### config.mk
export PLATFORM = sky130hd
export DESIGN_NAME = sensorless_six_step_commutator_unit
export DESIGN_NICKNAME = d
export VERILOG_FILES = /design/src/design/ssc_pkg.sv /design/src/design/sensorless_six_step_commutator_unit.sv
export SDC_FILE = /design/constraint.sdc
export NUM_CORES = 2
export LEC_CHECK = 0
export ABC_AREA = 1
export CAP_MARGIN = 0
export CORE_UTILIZATION = 50
export CTS_CLUSTER_SIZE = 16
export DETAILED_ROUTE_END_ITERATION = 7
export DONT_BUFFER_PORTS = 1
export GPL_TIMING_DRIVEN = 0
export HOLD_SLACK_MARGIN = 0.1
export PLACE_DENSITY = 0.67
export REMOVE_ABC_BUFFERS = 1
export SETUP_SLACK_MARGIN = 0.3
export SLEW_MARGIN = 20
export SYNTH_ARGS = -nofsm -noshare
export SYNTH_HDL_FRONTEND = slang
export SYNTH_SLANG_ARGS = --single-unit
### constraint.sdc
create_clock -name clk -period 17.73 [get_ports clk]
set_input_delay 0.8865 -clock clk [delete_from_list [all_inputs] [get_ports clk]]
set_output_delay 0.8865 -clock clk [all_outputs]
set_load 0.02 [all_outputs]
### src/design/ssc_pkg.sv
// package for the sensorless six-step commutator
// holds field widths, register index codes and sector-to-phase tables
// no dependencies
package ssc_pkg;

  localparam int ADC_BITS_DEF = 12;
  localparam int PWM_BITS     = 16;
  localparam int CMD_W        = 16;
  localparam int SPEED_W      = 16;
  localparam int DUTY_W       = 16;
  localparam int SEC_W        = 3;
  localparam int CFG_IDX_W    = 2;
  localparam int CFG_DATA_W   = 16;
  localparam int MINCMD_W     = 15;

  localparam int OUT_FIELDS_W = SEC_W + 3 * DUTY_W + 3;
  localparam int OUT_TDATA_W  = ((OUT_FIELDS_W + 7) / 8) * 8;

  // duties keep at most PWM_BITS bits
  localparam int DUTY_KEEP = (PWM_BITS < DUTY_W) ? PWM_BITS : DUTY_W;
  localparam logic [DUTY_W-1:0] DUTY_MASK = DUTY_W'((64'd1 << DUTY_KEEP) - 64'd1);

  localparam logic [MINCMD_W-1:0] HALF_Q14 = MINCMD_W'(16384);

  typedef logic [SEC_W-1:0] sector_t;
  typedef logic [1:0]       phase_t;

  typedef enum logic [CFG_IDX_W-1:0] {
    CFG_FULL_DUTY   = 2'd0,
    CFG_LOW_SPEED   = 2'd1,
    CFG_MIN_COMMAND = 2'd2,
    CFG_FORCED_TICKS = 2'd3
  } cfg_idx_t;

  localparam phase_t PH_A = 2'd0;
  localparam phase_t PH_B = 2'd1;
  localparam phase_t PH_C = 2'd2;

  // sectors AB AC BC BA CA CB: high phase, low phase, floating phase
  function automatic phase_t high_of(input sector_t s);
    phase_t p;
    unique case (s)
      3'd0, 3'd1: p = PH_A;
      3'd2, 3'd3: p = PH_B;
      3'd4, 3'd5: p = PH_C;
      default:    p = PH_A;
    endcase
    return p;
  endfunction

  function automatic phase_t low_of(input sector_t s);
    phase_t p;
    unique case (s)
      3'd0, 3'd5: p = PH_B;
      3'd1, 3'd2: p = PH_C;
      3'd3, 3'd4: p = PH_A;
      default:    p = PH_B;
    endcase
    return p;
  endfunction

  function automatic phase_t float_of(input sector_t s);
    phase_t p;
    unique case (s)
      3'd0, 3'd3: p = PH_C;
      3'd1, 3'd4: p = PH_B;
      3'd2, 3'd5: p = PH_A;
      default:    p = PH_C;
    endcase
    return p;
  endfunction

endpackage

### src/design/sensorless_six_step_commutator_unit.sv
// top level of the sensorless six-step commutator
// back-emf crossing detect, forced stepping, sector wrap and phase duties
// depends on ssc_pkg
//
// channel  dir  handshake          payload
// in_      in   tvalid/tready      command, neutral, phase a/b/c volts, speed
// out_     out  tvalid/tready      sector, duty a/b/c, enable a/b/c
// cfg_     in   we (no wait)       index + write data, four registers
//
// one request per clock sustained while the result side accepts; a request passes
// from accept to result through the input register, then the result register
// the sector, forced counter and held duties update as the result is formed,
// so each request sees the state left by the one before it
// reset (rst_n low, synchronous) empties both stages and restores the state
// and register defaults; a stalled result holds and the input stage keeps
// accepting as long as the result register can drain
module sensorless_six_step_commutator_unit #(
  parameter int ADC_BITS = ssc_pkg::ADC_BITS_DEF
) (
  input  logic                                   clk,
  input  logic                                   rst_n,
  // in_tdata low to high: command, neutral_volts, phase_a_volts,
  // phase_b_volts, phase_c_volts, speed_mag, zero fill
  input  logic                                   in_tvalid,
  output logic                                   in_tready,
  input  logic [((ssc_pkg::CMD_W + 4*ADC_BITS + ssc_pkg::SPEED_W + 7)/8)*8-1:0]
                                                 in_tdata,
  // out_tdata low to high: sector_now, duty_a, duty_b, duty_c,
  // enable_a, enable_b, enable_c, zero fill
  output logic                                   out_tvalid,
  input  logic                                   out_tready,
  output logic [ssc_pkg::OUT_TDATA_W-1:0]        out_tdata,
  input  logic                                   cfg_we,
  input  logic [ssc_pkg::CFG_IDX_W-1:0]          cfg_addr,
  input  logic [ssc_pkg::CFG_DATA_W-1:0]         cfg_wdata
);
  import ssc_pkg::*;

  localparam int IN_FIELDS_W = CMD_W + 4 * ADC_BITS + SPEED_W;
  localparam int IN_TDATA_W  = ((IN_FIELDS_W + 7) / 8) * 8;
  localparam int NEU_LO = CMD_W;
  localparam int PA_LO  = NEU_LO + ADC_BITS;
  localparam int PB_LO  = PA_LO + ADC_BITS;
  localparam int PC_LO  = PB_LO + ADC_BITS;
  localparam int SPD_LO = PC_LO + ADC_BITS;

  // configuration registers
  logic [DUTY_W-1:0]   full_duty_r;
  logic [SPEED_W-1:0]  low_speed_r;
  logic [MINCMD_W-1:0] min_cmd_r;
  logic [15:0]         forced_ticks_r;

  always_ff @(posedge clk) begin
    if (!rst_n) begin
      full_duty_r    <= DUTY_W'(1000);
      low_speed_r    <= SPEED_W'(100);
      min_cmd_r      <= MINCMD_W'(1638);
      forced_ticks_r <= 16'd5000;
    end else if (cfg_we) begin
      unique case (cfg_idx_t'(cfg_addr))
        CFG_FULL_DUTY:    full_duty_r    <= cfg_wdata[DUTY_W-1:0];
        CFG_LOW_SPEED:    low_speed_r    <= cfg_wdata[SPEED_W-1:0];
        CFG_MIN_COMMAND:  min_cmd_r      <= cfg_wdata[MINCMD_W-1:0];
        CFG_FORCED_TICKS: forced_ticks_r <= cfg_wdata[15:0];
        default: ;
      endcase
    end
  end

  // input register stage
  logic                  in_vld_r;
  logic [IN_TDATA_W-1:0] in_dat_r;
  logic                  out_vld_r;
  logic [OUT_TDATA_W-1:0] out_dat_r;
  logic                  advance;

  assign advance   = in_vld_r && (!out_vld_r || out_tready);
  assign in_tready = !in_vld_r || advance;

  always_ff @(posedge clk) begin
    if (!rst_n) begin
      in_vld_r <= 1'b0;
    end else if (in_tready) begin
      in_vld_r <= in_tvalid;
    end
  end

  always_ff @(posedge clk) begin
    if (in_tvalid && in_tready) begin
      in_dat_r <= in_tdata;
    end
  end

  // unpack the registered request
  logic [CMD_W-1:0]    cmd_raw;
  logic [ADC_BITS-1:0] neu_v, pa_v, pb_v, pc_v, flt_v;
  logic [SPEED_W-1:0]  speed;

  assign cmd_raw = in_dat_r[CMD_W-1:0];
  assign neu_v   = in_dat_r[NEU_LO +: ADC_BITS];
  assign pa_v    = in_dat_r[PA_LO +: ADC_BITS];
  assign pb_v    = in_dat_r[PB_LO +: ADC_BITS];
  assign pc_v    = in_dat_r[PC_LO +: ADC_BITS];
  assign speed   = in_dat_r[SPD_LO +: SPEED_W];

  // state
  sector_t           sector_r, sector_nxt;
  logic [15:0]       fcnt_r, fcnt_nxt;
  logic [DUTY_W-1:0] held_r   [3];
  logic [DUTY_W-1:0] held_nxt [3];

  // command sign and magnitude; -32768 gives 32768, which fits 16 bits
  logic              neg;
  logic [CMD_W-1:0]  mag;
  assign neg = cmd_raw[CMD_W-1];
  assign mag = neg ? (CMD_W'(0) - cmd_raw) : cmd_raw;

  // back-emf crossing on the floating phase
  logic up_x, down_x, ge_n, le_n;
  always_comb begin
    unique case (float_of(sector_r))
      PH_A:    flt_v = pa_v;
      PH_B:    flt_v = pb_v;
      default: flt_v = pc_v;
    endcase
    ge_n = flt_v >= neu_v;
    le_n = flt_v <= neu_v;
    // even sectors see a rising floating phase when turning forward
    if (!sector_r[0]) begin
      up_x   = ge_n;
      down_x = le_n;
    end else begin
      up_x   = le_n;
      down_x = ge_n;
    end
  end

  // forced stepping at low speed; counter holds when not qualified
  logic        force_ok, force_step;
  logic [16:0] fcnt_inc;
  always_comb begin
    force_ok   = (speed <= low_speed_r) && (mag >= {1'b0, min_cmd_r});
    fcnt_inc   = {1'b0, fcnt_r} + 17'd1;
    force_step = force_ok && (fcnt_inc >= {1'b0, forced_ticks_r});
    fcnt_nxt   = fcnt_r;
    if (force_ok) begin
      fcnt_nxt = force_step ? 16'd0 : fcnt_inc[15:0];
    end
  end

  // sector: both steps in a 4-bit signed sum, then wrap into 0..5
  logic signed [3:0] sec_sum;
  always_comb begin
    sec_sum = signed'({1'b0, sector_r});
    if (!neg && up_x) begin
      sec_sum = sec_sum + 4'sd1;
    end else if (neg && down_x) begin
      sec_sum = sec_sum - 4'sd1;
    end
    if (force_step) begin
      sec_sum = neg ? (sec_sum - 4'sd1) : (sec_sum + 4'sd1);
    end
    priority if (sec_sum < 4'sd0) begin
      sector_nxt = 3'd5;
    end else if (sec_sum > 4'sd5) begin
      sector_nxt = 3'd0;
    end else begin
      sector_nxt = sec_sum[SEC_W-1:0];
    end
  end

  // duties: full * (half +/- m) / 2^15 with m saturated to half
  logic [MINCMD_W-1:0] m_sat;
  logic [15:0]         hi_fac;
  logic [MINCMD_W-1:0] lo_fac;
  logic [31:0]         hi_prod, lo_prod;
  logic [DUTY_W-1:0]   hi_duty, lo_duty;
  phase_t              hi_ph, lo_ph, fl_ph;

  always_comb begin
    m_sat   = (mag > {1'b0, HALF_Q14}) ? HALF_Q14 : mag[MINCMD_W-1:0];
    hi_fac  = {1'b0, HALF_Q14} + {1'b0, m_sat};
    lo_fac  = HALF_Q14 - m_sat;
    hi_prod = 32'(full_duty_r) * 32'(hi_fac);
    lo_prod = 32'(full_duty_r) * 32'(lo_fac);
    hi_duty = hi_prod[30:15] & DUTY_MASK;
    lo_duty = lo_prod[30:15] & DUTY_MASK;
    hi_ph   = high_of(sector_nxt);
    lo_ph   = low_of(sector_nxt);
    fl_ph   = float_of(sector_nxt);
    for (int k = 0; k < 3; k++) begin
      // floating phase keeps its last duty
      if (phase_t'(k) == hi_ph) begin
        held_nxt[k] = hi_duty;
      end else if (phase_t'(k) == lo_ph) begin
        held_nxt[k] = lo_duty;
      end else begin
        held_nxt[k] = held_r[k];
      end
    end
  end

  always_ff @(posedge clk) begin
    if (!rst_n) begin
      sector_r <= '0;
      fcnt_r   <= '0;
      for (int k = 0; k < 3; k++) begin
        held_r[k] <= '0;
      end
    end else if (advance) begin
      sector_r <= sector_nxt;
      fcnt_r   <= fcnt_nxt;
      for (int k = 0; k < 3; k++) begin
        held_r[k] <= held_nxt[k];
      end
    end
  end

  // result register
  logic [OUT_TDATA_W-1:0] out_pack;
  always_comb begin
    out_pack = '0;
    out_pack[SEC_W-1:0]                    = sector_nxt;
    out_pack[SEC_W +: DUTY_W]              = held_nxt[0];
    out_pack[SEC_W + DUTY_W +: DUTY_W]     = held_nxt[1];
    out_pack[SEC_W + 2*DUTY_W +: DUTY_W]   = held_nxt[2];
    out_pack[SEC_W + 3*DUTY_W]             = (fl_ph != PH_A);
    out_pack[SEC_W + 3*DUTY_W + 1]         = (fl_ph != PH_B);
    out_pack[SEC_W + 3*DUTY_W + 2]         = (fl_ph != PH_C);
  end

  always_ff @(posedge clk) begin
    if (!rst_n) begin
      out_vld_r <= 1'b0;
    end else if (advance) begin
      out_vld_r <= 1'b1;
    end else if (out_tready) begin
      out_vld_r <= 1'b0;
    end
  end

  always_ff @(posedge clk) begin
    if (advance) begin
      out_dat_r <= out_pack;
    end
  end

  assign out_tvalid = out_vld_r;
  assign out_tdata  = out_dat_r;

endmodule

==> reports/qor.yml <==
first_global_vias: 24366
critPathTopFamily: "adder cells"
groute.layer.met1.usage: 0.365
timing.final.setup_violations: 0
worstPathMaxFanout: 34
max-cap-violations: 0
wire_length_of_the_first_global_routing_pass_mm: 132
synth_flop_cell: "edfxtp_1"
port-buffer-count: 0
post-dp-hpwl_mm: 62.6
cp.depth: 35
worst-endpoint-required_ns: 18.18
worst_r2r_startpoint: "in_dat_r[0]"
drt_first_pass_iters: 5
ys_async_sr_fraction: 0
die-area_mm2: 0.0603
worstSkewPairLatency_ns: 0.59
post_syn_area_mm2: 0.0297
synthesis.instances: 3665
finish.net_count: 4304
synth_area_per_cell_um2: 8.10
worst_slew_pin_slew_ns: 1.25
crit-reg2reg-capture: "held_r[0][21]"
grt_overflow_total: 0
area_delta_synth_final_pct: 4.84
synth_enable_flop_cells: 182
timing.final.max_slew_violations: 0
run_status: "finished, final reports clean"
critical_path.n_buffers_inverters: 6
netlist_top_cells_area: "fa_1 (24%), edfxtp_1 (18%), ha_1 (11%)"
grt_antenna_before_repair: 1
detail-route-antenna-nets: 0
critical_path_class: "reg -> reg"
cts_tree: "done"
root_buffer: "clkbuf_16"
finalHoldViolations: 0
yosys_warnings: 0
clock_path_buffers: 3
gr-max-usage-layer: "met2"
slew_headroom: 0.163
netlist-cell-type-count: 57
initialDrtViolationCount: 1896
grtUsageTotal: 0.283
grt_start_max_net_pins: 63
floorplan.die.width_um: 246
reg2regPathDepth: 35
path_common_cell: "fa_1"
crit_path_end_kind: "flip-flop"
globalplace.congestion: 0.967
highest_attainable_clock_frequency_mhz: 88.8
detail_route.wirelength_mm: 82.2
postSynthRegisterBits: 266
viasPerCell: 5.43
initial_utilization: 0.511
yosysTopAreaCell: "fa_1"
max_stage_delay_cell_worst_path: "nand2_1"
min_period_over_period: 0.635
num_clock_sinks: 266
clock_tree.htree_level_count: 1
timing.hold.worst.class: "in -> reg"
hold_depth: 0
synth_common_cells: "nand2_1 (777), inv_1 (765), nor2_1 (382), fa_1 (359), ha_1 (269)"
detailroute.via_count: 23680
timing.critical_path.slowest_cell_delay_ns: 0.81
globalRouteMet3Util: 0.0453
postCtsSetupBuffers: 0
hold_buffers: 0
dr_drc_count: 0
critPathCapture: "held_r[0][21]"
data_arrival_time_of_the_worst_path_ns: 11.71
yosysMostFrequentCell: "nand2_1"
setup.worst_path.start: "in_dat_r[0]"
synth_seq_area_share: 0.241
cts_repair_resize_count: 0
path_clk_slew_ns: 0.07
tns_ns: 0
fraction_of_final_layout_cells_sized_beyond_drive_strength_1: 0.0342
io_pins: 161
critPathLaunchType: "flip-flop"
fin_worst_skew_ns: 0.0466
wire_per_inst_um: 18.9
n_antenna_cell: 0
fin_crit_ns: 11.26
tritoncts.num_buffers: 28
global_route.usage.met2: 0.482
chipHeight_um: 246
rows: 88
grt_setup_unrepaired: "false"
core_area_mm2: 0.0581
yosysTopAreaCellShare: 0.242
setup_slack_of_the_worst_register_to_register_path_ns: 6.47
-- cell usage in the layout, fill, tap and decap left out, types with 5 or more instances in the layout --
cell / instances
nor2_1: 382
xnor2_1: 12
nor2_4: 6
nand2_1: 775
dfxtp_1: 82
xor2_1: 28
inv_4: 5
nand4_1: 27
nor4_1: 7
clkbuf_1: 5
inv_2: 13
o22ai_1: 12
o21ai_1: 9
nor3_1: 28
nand2_2: 9
or2_1: 6
clkinv_2: 5
o21a_1: 5
o211ai_1: 25
a31oi_1: 18
ha_1: 269
nand3_1: 152
a21oi_1: 172
nand3b_1: 11
or2_2: 10
nor2_2: 5
fa_1: 359
o21bai_1: 6
edfxtp_1: 182
nand3_2: 5
clkbuf_16: 28
o21ai_0: 115
clkinv_1: 6
inv_1: 762
-- worst min path at each step --
stage	startpoint	endpoint	slack (ns)
after CTS	in_tdata[54]	in_dat_r[54]	0.37
after global placement	low_speed_r[10]	low_speed_r[10]	0.45
after detailed placement	low_speed_r[3]	low_speed_r[3]	0.45
after floorplan	forced_ticks_r[10]	forced_ticks_r[10]	0.43
after global routing	in_tdata[17]	in_dat_r[17]	0.37
final	in_tdata[17]	in_dat_r[17]	0.40
-- flip-flops by register name, summed over array words and instances (netlist names) --
register        flops
in_dat_r           80
out_tdata          54
held_r             48
fcnt_r             16
forced_ticks_r     16
full_duty_r        16
low_speed_r        16
min_cmd_r          15
sector_r            3
in_vld_r            1
out_tvalid          1
-- through the flow --
| stage | hold WS (ns) | utilization | instance area, um^2 | setup slack [ns] | instances |
|---|---|---|---|---|---|
| floorplan | 0.435 | - | 29100 | 9.18 | 3538 |
| detailed placement | 0.453 | 0.519 | 30200 | 6.67 | 4308 |
| global placement | 0.448 | 0.517 | 30100 | 6.66 | 4303 |
| CTS | 0.367 | 0.535 | 31100 | 6.61 | 4360 |
| finish | 0.396 | 0.535 | 31100 | 6.47 | 4360 |
| global route | 0.370 | 0.535 | 31100 | 5.86 | 4360 |
-- cells by family (layout without fill, tap and decap cells) --
group	Yosys count	after routing	share of synthesized area
simple gates	1436	1436	0.200
flops	266	266	0.241
buf+inv	914	843	0.119
fa+ha+maj	628	628	0.356
xor+xnor	43	43	0.0138
compound gates	377	377	0.0699
other cells	1	2	0.000126
-- final cells by class --
class                      instances  area [um^2]
multi-input combinational       2486        19000
timing repair buffer               5         82.6
clock inverter                    17          200
inverter                         786         2960
clock buffer                      35          747
sequential                       266         7150
fill                            5423        27000
tap                              765          957
-- metal layers --
| metal | wire length [um] | vias to the layer above |
|---|---|---|
| met5 | 0 | - |
| met4 | 2920 | 0 |
| met3 | 6710 | 185 |
| met2 | 39200 | 913 |
| met1 | 33300 | 11426 |
| li1 | - | 11156 |
Power is not shown: default switching activity piles up to over one toggle a cycle in this logic, so the estimate is an artifact.
